File: config.mk
export PLATFORM = sky130hd
export DESIGN_NAME = plst_cell
export DESIGN_NICKNAME = d
export VERILOG_FILES = /design/src/rtl/core/positional_list_store_macros.svh /design/src/rtl/core/plst_pkg.sv /design/src/rtl/core/plst_cell.sv
export SDC_FILE = /design/constraint.sdc
export NUM_CORES = 1
export LEC_CHECK = 0
export BUFFER_PORTS_ARGS = -buffer_cell sky130_fd_sc_hd__buf_2
export CAP_MARGIN = 30
export CORE_MARGIN = 3
export CORE_UTILIZATION = 35
export CTS_BUF_LIST = sky130_fd_sc_hd__clkbuf_8
export DETAILED_ROUTE_END_ITERATION = 12
export PLACE_DENSITY = 0.75
export SLEW_MARGIN = 20
export SYNTH_ARGS = -nofsm -noshare
export SYNTH_HDL_FRONTEND = slang
export SYNTH_SLANG_ARGS = --single-unit
File: constraint.sdc
create_clock -name aclk -period 9.5 [get_ports aclk]
set_clock_uncertainty 0.1 [all_clocks]
set_input_delay 0.95 -clock aclk [delete_from_list [all_inputs] [get_ports aclk]]
set_output_delay 0.95 -clock aclk [all_outputs]
set_load 0.05 [all_outputs]
File: src/rtl/core/positional_list_store_macros.svh
// Shared assertion macros
`ifndef POSITIONAL_LIST_STORE_MACROS_SVH
`define POSITIONAL_LIST_STORE_MACROS_SVH

// Same-cycle implication
`define PLST_ASSERT_NOW(lbl, clk, rstn, ante, cons) \
    lbl: assert property (@(posedge clk) disable iff (!(rstn)) (ante) |-> (cons)) \
        else $error("plst check failed");

// Next-cycle implication
`define PLST_ASSERT_NEXT(lbl, clk, rstn, ante, cons) \
    lbl: assert property (@(posedge clk) disable iff (!(rstn)) (ante) |=> (cons)) \
        else $error("plst check failed");

`endif

File: src/rtl/core/plst_pkg.sv
package plst_pkg;

    localparam int POS_W      = 7;
    localparam int ENTRY_W    = 32;
    localparam int LEN_W      = 7;
    localparam int FUNC_W     = 3;
    localparam int S_TDATA_W  = 40;
    localparam int M_TDATA_W  = 48;

    typedef enum logic [FUNC_W-1:0] {
        FUNC_INSERT  = 3'd0,
        FUNC_REMOVE  = 3'd1,
        FUNC_GET     = 3'd2,
        FUNC_REPLACE = 3'd3,
        FUNC_CLEAR   = 3'd4
    } func_t;

    typedef logic [POS_W-1:0] slot_t;

    // broadcast to every cell; slot is position - 1
    typedef struct packed {
        logic  shift_up;
        logic  shift_down;
        logic  write;
        slot_t slot;
    } cmd_t;

endpackage

File: src/rtl/core/plst_cell.sv
module plst_cell #(
    parameter int IDX        = 0,
    parameter int DATA_WIDTH = 32
) (
    input  logic                  aclk,
    input  plst_pkg::cmd_t        cmd,
    input  logic [DATA_WIDTH-1:0] wr_data,
    input  logic [DATA_WIDTH-1:0] left_data,
    input  logic [DATA_WIDTH-1:0] right_data,
    output logic [DATA_WIDTH-1:0] q,
    output logic [DATA_WIDTH-1:0] rd_tap
);
    import plst_pkg::*;

    localparam bit    FAR  = (IDX >= (1 << POS_W));
    localparam slot_t IDX7 = POS_W'(IDX);

    logic [DATA_WIDTH-1:0] entry_reg;
    logic [DATA_WIDTH-1:0] entry_next;
    logic                  hit;
    logic                  above;

    assign hit   = !FAR && (cmd.slot == IDX7);
    assign above = FAR || (IDX7 > cmd.slot);

    always_comb begin
        entry_next = entry_reg;
        if (cmd.shift_up) begin
            if (hit) begin
                entry_next = wr_data;
            end else if (above) begin
                entry_next = left_data;
            end
        end else if (cmd.shift_down) begin
            if (hit || above) begin
                entry_next = right_data;
            end
        end else if (cmd.write && hit) begin
            entry_next = wr_data;
        end
    end

    always_ff @(posedge aclk) begin
        entry_reg <= entry_next;
    end

    assign q      = entry_reg;
    assign rd_tap = hit ? entry_reg : '0;

endmodule

==> flow_summary_export.csv, run 1 <==
group,metric,value,unit
synth,synth_cells,234,
timing,max_slew_margin,0.340,
clock_tree,path_clk_slew,70,ps
clock_tree,htreeDepth,2,
timing,period_share,0.407,
timing,drv_slew,0,
placement,dp.cells,455,
worst_hold_path,hp-class,"input pin to flop",
synth,avgSynthCellArea,10.2,um^2
timing,post-route-min-period,3860,ps
clock_tree,cts_root_buf,"clkbuf_8",
power,p_switching,94.1,uW
floorplan,die_w,88.6,um
placement,port_buffers,170,
synth,synth_compound_area_frac,0.262,
global_routing,grt.overflow.total,0,
synth,yosysUniqueCellTypes,18,
worst_setup_path,end_kind,"primary output",
placement,place_congestion,0.751,
floorplan,ioPinCount,171,
floorplan,die_h,88.6,um
power,switching_share,0.282,
synth,muxShareOfSynthArea,0,
global_routing,grt_util_all_layers,0.192,
clock_tree,cts_hold_buf,0,
worst_setup_path,worstSetupPathType,"input pin to primary output",
clock_tree,clockBufferDepth,2,
clock_tree,cts.sinks,32,
clock_tree,cts_tree,"done",
synth,syn_area,2390,um^2
worst_setup_path,critPathRequiredTime,8450,ps
global_routing,antenna_found_initial,0,
finish,synthToLayoutAreaGrowth,39.1,%
clock_tree,post_cts_resized,0,
worst_setup_path,path_common_cell,"buf_2",
power,power_frac_seq,0.475,
power,p_int,239,uW
clock_tree,post-cts-setup-buffers,0,
finish,drive_gt1_frac,0.573,
synth,ys_seq_area_frac,0.402,
timing,hold_violations,0,
finish,fin_cells,463,
finish,nets,492,
routing,firstDrtPassIters,5,
worst_setup_path,worstPathCellList,"buf_2, nor3_4, buf_4, and3_1, buf_2",
routing,drc,0,
synth,synthSimpleGateAreaFrac,0.263,
global_routing,grt_max_degree,68,
timing,whs,868,ps
timing,setup_viol,0,
timing,worst_slew_pin_slew,986,ps
floorplan,rows,29,
worst_setup_path,cp.arrival,2810,ps
floorplan,fp.coreArea,6490,um^2
routing,antenna_left,0,
routing,wl_per_cell,17.2,um
global_routing,grt_pass1_wl,11900,um
floorplan,start_util,0.368,
synth,ys_seq_elements,32,
timing,tns,0,ps
clock_tree,cts_buffers,5,
worst_setup_path,cpMaxStageDelayCell,"nor3_4",
timing,max_freq,259,MHz
routing,wirelength,7960,um
power,pwr-share-comb,0.224,
worst_setup_path,slowest_delay,800,ps
worst_setup_path,startpoint_type,"input pin",
power,p_leak,0.00161,uW
power,irDropWorstVdd,0.0461,mV
finish,mostFrequentLayoutCell,"buf_2",
worst_setup_path,crit_start,"cmd[1]",
job,max_cap_violations,0,
timing,rsz0062_at_grt,"false",
routing,vias,2679,
placement,place_hpwl,5640,um
synth,yosys_warnings,0,
routing,viasPerCell,5.79,
finish,num_antenna_cells,0,
placement,dpl-instance-area,3240,um^2
worst_setup_path,cp_max_fo,36,
synth,synthAdderAreaFrac,0,
floorplan,die_area,7860,um^2
finish,final_cell_area,3320,um^2
global_routing,grt_pass1_vias,2455,
status,status,"complete, no violations",
synth,syn-num-nets,341,
routing,drt_iter0_markers,194,
power,pwr-share-clk,0.301,
worst_hold_path,min_from,"right_data[23]",
synth,synth_top_family_by_area,"simple AND/OR/NAND/NOR gates",
finish,largest_reg_flops,32,
power,power_density,100,nW/um^2
synth,synth_xor_area_frac,0,
synthesized netlist by cell type (all sizes together):
| library cell | n | share of area |
|---|---|---|
| clkbuf | 26 | 0.041 |
| nor3 | 3 | 0.0084 |
| edfxtp | 32 | 0.40 |
| or4 | 1 | 0.0047 |
| a22oi | 32 | 0.10 |
| nand3 | 32 | 0.067 |
| and3 | 32 | 0.084 |
| nor4 | 1 | 0.0089 |
| nor2b | 1 | 0.0026 |
| o211ai | 32 | 0.16 |
| nor2 | 1 | 0.0016 |
| or3 | 1 | 0.0026 |
| buf | 8 | 0.032 |
| nand4 | 32 | 0.084 |
per-stage QoR:
step | utilization | setup slack (ps) | power [uW]
after detailed placement | 0.499 | 5660 | 236
final | 0.512 | 5640 | 333
after global placement | 0.498 | 5690 | 234
after global routing | 0.512 | 5550 | 348
after CTS | 0.512 | 5660 | 336
after floorplan | - | 4930 | 202
kinds of logic (layout without fill, tap and decap cells):
group,count (synthesis),after routing
simple gates,104,104
flops,32,32
buf+inv,34,186
compound gates,64,64
power groups by stage:
stage                     Clock [uW]  Combinational [uW]  Sequential [uW]
after floorplan                    0                37.4              164
after global placement             0                72.7              161
after detailed placement           0                74.4              161
after CTS                        103                74.6              158
after global routing             108                81.8              158
final                            100                74.6              158
final timing paths:
kind / to / slack [ps] / depth (start not counted)
setup / recovery: rd_tap[1] / 5640 / 5
hold / removal: q[23] / 870 / 3
routing by layer:
layer	GRT usage	vias up	share of wire
met2	0.323	156	0.49
met3	0.0447	10	0.085
li1	-	1272	-
met4	0.0522	0	0.014
met1	0.247	1241	0.41
met5	0	-	0
final cells by class:
type / count / area, um^2
Multi-Input combinational cell: 168 / 1270
Timing Repair Buffer: 178 / 911
Fill cell: 611 / 3170
Sequential cell: 32 / 961
Clock buffer: 5 / 68.8
Clock inverter: 3 / 13.8
Tap cell: 77 / 96.3
worst max-delay path, delay by kind of cell:
family | cells | cell delay (ps)
simple gates | 2 | 1000
buf+inv | 3 | 840
Note: power is estimated with default switching activity, not from simulation.
==> run 2, diff against run 1 <==
Settings changed: ABC_AREA set to 1, PLACE_DENSITY 0.75 to 0.77.
Clock period 9.5 ns to 3.4 ns, I/O delays scaled along.
==> run 2 against run 1 <==
Against the previous run:
- power grew to 2.7 times the previous value
- worst hold slack lost 610 ps
- synthesized cell count grew 55%
- design area grew 4.5%
- sequential cell count is the same
- core utilization shrank 0.89 points
- largest power group unchanged
==> flow_summary_export.csv, run 2 <==
group,metric,value,unit
status,status,"complete, no violations",
synth,yosysMostFrequentCell,"inv_1",
global_routing,gr-usage-met1,0.238,
clock_tree,htreeDepth,2,
synth,syn_area,2540,um^2
finish,synthToLayoutAreaGrowth,36.8,%
finish,most-common-layout-cells,"buf_2, inv_1, nand3_1, nor2_1, nand2_1",
timing,period_share,0.697,
worst_setup_path,cp_top_family,"buffers and inverters",
job,max_cap_violations,0,
clock_tree,cts_buffers,5,
worst_setup_path,cp_max_fo,33,
placement,dpl-instance-area,3390,um^2
floorplan,die_h,91.2,um
clock_tree,cts_tree,"done",
worst_hold_path,hp-class,"input pin to flop",
placement,port_buffers,170,
floorplan,ioPinCount,171,
finish,drive_gt1_frac,0.367,
routing,vias,2976,
timing,drv_slew,0,
synth,synthTopCellsByArea,"edfxtp_1, inv_1, nand3_1, a22oi_1, o21ai_1",
worst_setup_path,cp.arrival,1930,ps
synth,synth_edf_count,32,
worst_setup_path,crit_cells,8,
power,irDropWorstVdd,0.146,mV
routing,viasPerCell,4.82,
timing,setup_viol,0,
synth,synth_common_cells,"inv_1, nand3_1, nor2_1",
clock_tree,cts.sinks,32,
global_routing,grt.overflow.total,0,
finish,largest_reg_flops,32,
synth,ys_seq_elements,32,
global_routing,grt_max_degree,36,
global_routing,grt_pass1_vias,2774,
synth,async_reset_ff_frac,0,
global_routing,grt_pass1_wl,13300,um
synth,synth_ff_type,"edfxtp_1",
routing,firstDrtPassIters,4,
floorplan,die_w,91.2,um
floorplan,start_util,0.368,
global_routing,grt_util_all_layers,0.197,
synth,ys_seq_area_frac,0.379,
worst_hold_path,hold_depth,3,
finish,utilization,0.503,
routing,wl_per_cell,13.6,um
worst_setup_path,worstPathCellList,"buf_2, nor2_1, nand2_2, clkinv_2, nand2_2, buf_4, nor2_1, buf_2",
finish,final_cell_area,3470,um^2
routing,drc,0,
global_routing,met3_usage,0.0389,
clock_tree,clockBufferDepth,2,
global_routing,grt_use_met2,0.351,
power,power_density,263,nW/um^2
finish,mostFrequentLayoutCell,"buf_2",
synth,yosysUniqueCellTypes,18,
placement,place_hpwl,6190,um
timing,whs,256,ps
worst_setup_path,startpoint_type,"input pin",
worst_setup_path,slowest_delay,320,ps
floorplan,rows,30,
worst_setup_path,critPathBufInv,4,
clock_tree,post_cts_resized,0,
synth,syn-num-nets,469,
timing,fin_ws,1030,ps
floorplan,fp.coreArea,6910,um^2
worst_setup_path,cpMaxStageDelayCell,"clkinv_2",
synth,synth_top_area_frac,0.379,
synth,yosys_warnings,0,
worst_setup_path,crit_start,"cmd[3]",
timing,max_slew_margin,0.466,
floorplan,die_area,8310,um^2
timing,hold_violations,0,
placement,place_congestion,0.818,
finish,nets,626,
worst_setup_path,end_kind,"primary output",
synth,avgSynthCellArea,7.01,um^2
clock_tree,path_clk_slew,70,ps
clock_tree,cts_hold_buf,0,
synth,yosysTopAreaCell,"edfxtp_1",
placement,dp_slack,1010,ps
routing,wirelength,8380,um
timing,tns,0,ps
timing,worst_slew_pin_slew,800,ps
routing,antenna_left,0,
worst_setup_path,crit_end,"rd_tap[31]",
power,p_leak,0.00202,uW
global_routing,busiest_layer,"met2",
clock_tree,cts_root_buf,"clkbuf_8",
worst_setup_path,worstSetupPathType,"input pin to primary output",
timing,post-route-min-period,2370,ps
synth,synth_cells,362,
global_routing,antenna_found_initial,1,
routing,drt_iter0_markers,199,
clock_tree,post-cts-setup-buffers,0,
worst_setup_path,critPathRequiredTime,2960,ps
timing,max_freq,422,MHz
timing,rsz0062_at_grt,"false",
-- run 2: changes by cell type after synthesis, moves of 5 or more --
cell,before,now
and3_1,32,0
buf_2,4,9
buf_4,0,10
clkbuf_1,26,0
inv_1,0,97
nand2_1,0,33
nand3_1,32,64
nand4_1,32,0
nor2_1,1,36
o211ai_2,29,0
o21ai_1,0,30
-- run 2: power breakdown --
group          total, uW  switching, uW  internal, uW
Clock                266            129           136
Sequential           443           1.30           442
Combinational        203            118          85.0
-- run 2: how the worst min path moves through the flow --
stage | slack, ps | from | to
floorplan | 440 | right_data[10] | q[10]
global placement | 540 | right_data[26] | q[26]
detailed placement | 540 | right_data[31] | q[31]
CTS | 250 | right_data[14] | q[14]
global route | 250 | right_data[17] | q[17]
finish | 260 | right_data[14] | q[14]
-- run 2: routing by layer --
metal | wire length (um) | share of wire
met1 | 3270 | 0.39
met2 | 4320 | 0.51
met3 | 656 | 0.078
met4 | 139 | 0.017
met5 | 0 | 0
-- run 2: stage by stage --
step / power (uW) / cells
final: 912 / 617
after global placement: 648 / 608
after CTS: 916 / 616
after detailed placement: 653 / 608
after global routing: 959 / 617
after floorplan: 567 / 362
-- run 2: cells by family after synthesis --
family,after synthesis,share of synthesized area
flops,32,0.379
compound gates,64,0.158
buf+inv,126,0.215
simple gates,140,0.249
-- run 2: area by class of cell --
class                   instances  area [um^2]
clock buffers                   5         68.8
diodes                          1         2.50
repair buffers                175          888
multi-input cells             204         1040
well taps                      96          120
inverters                     101          380
clock inverters                 3         11.3
flip-flops and latches         32          961
fillers                       721         3430
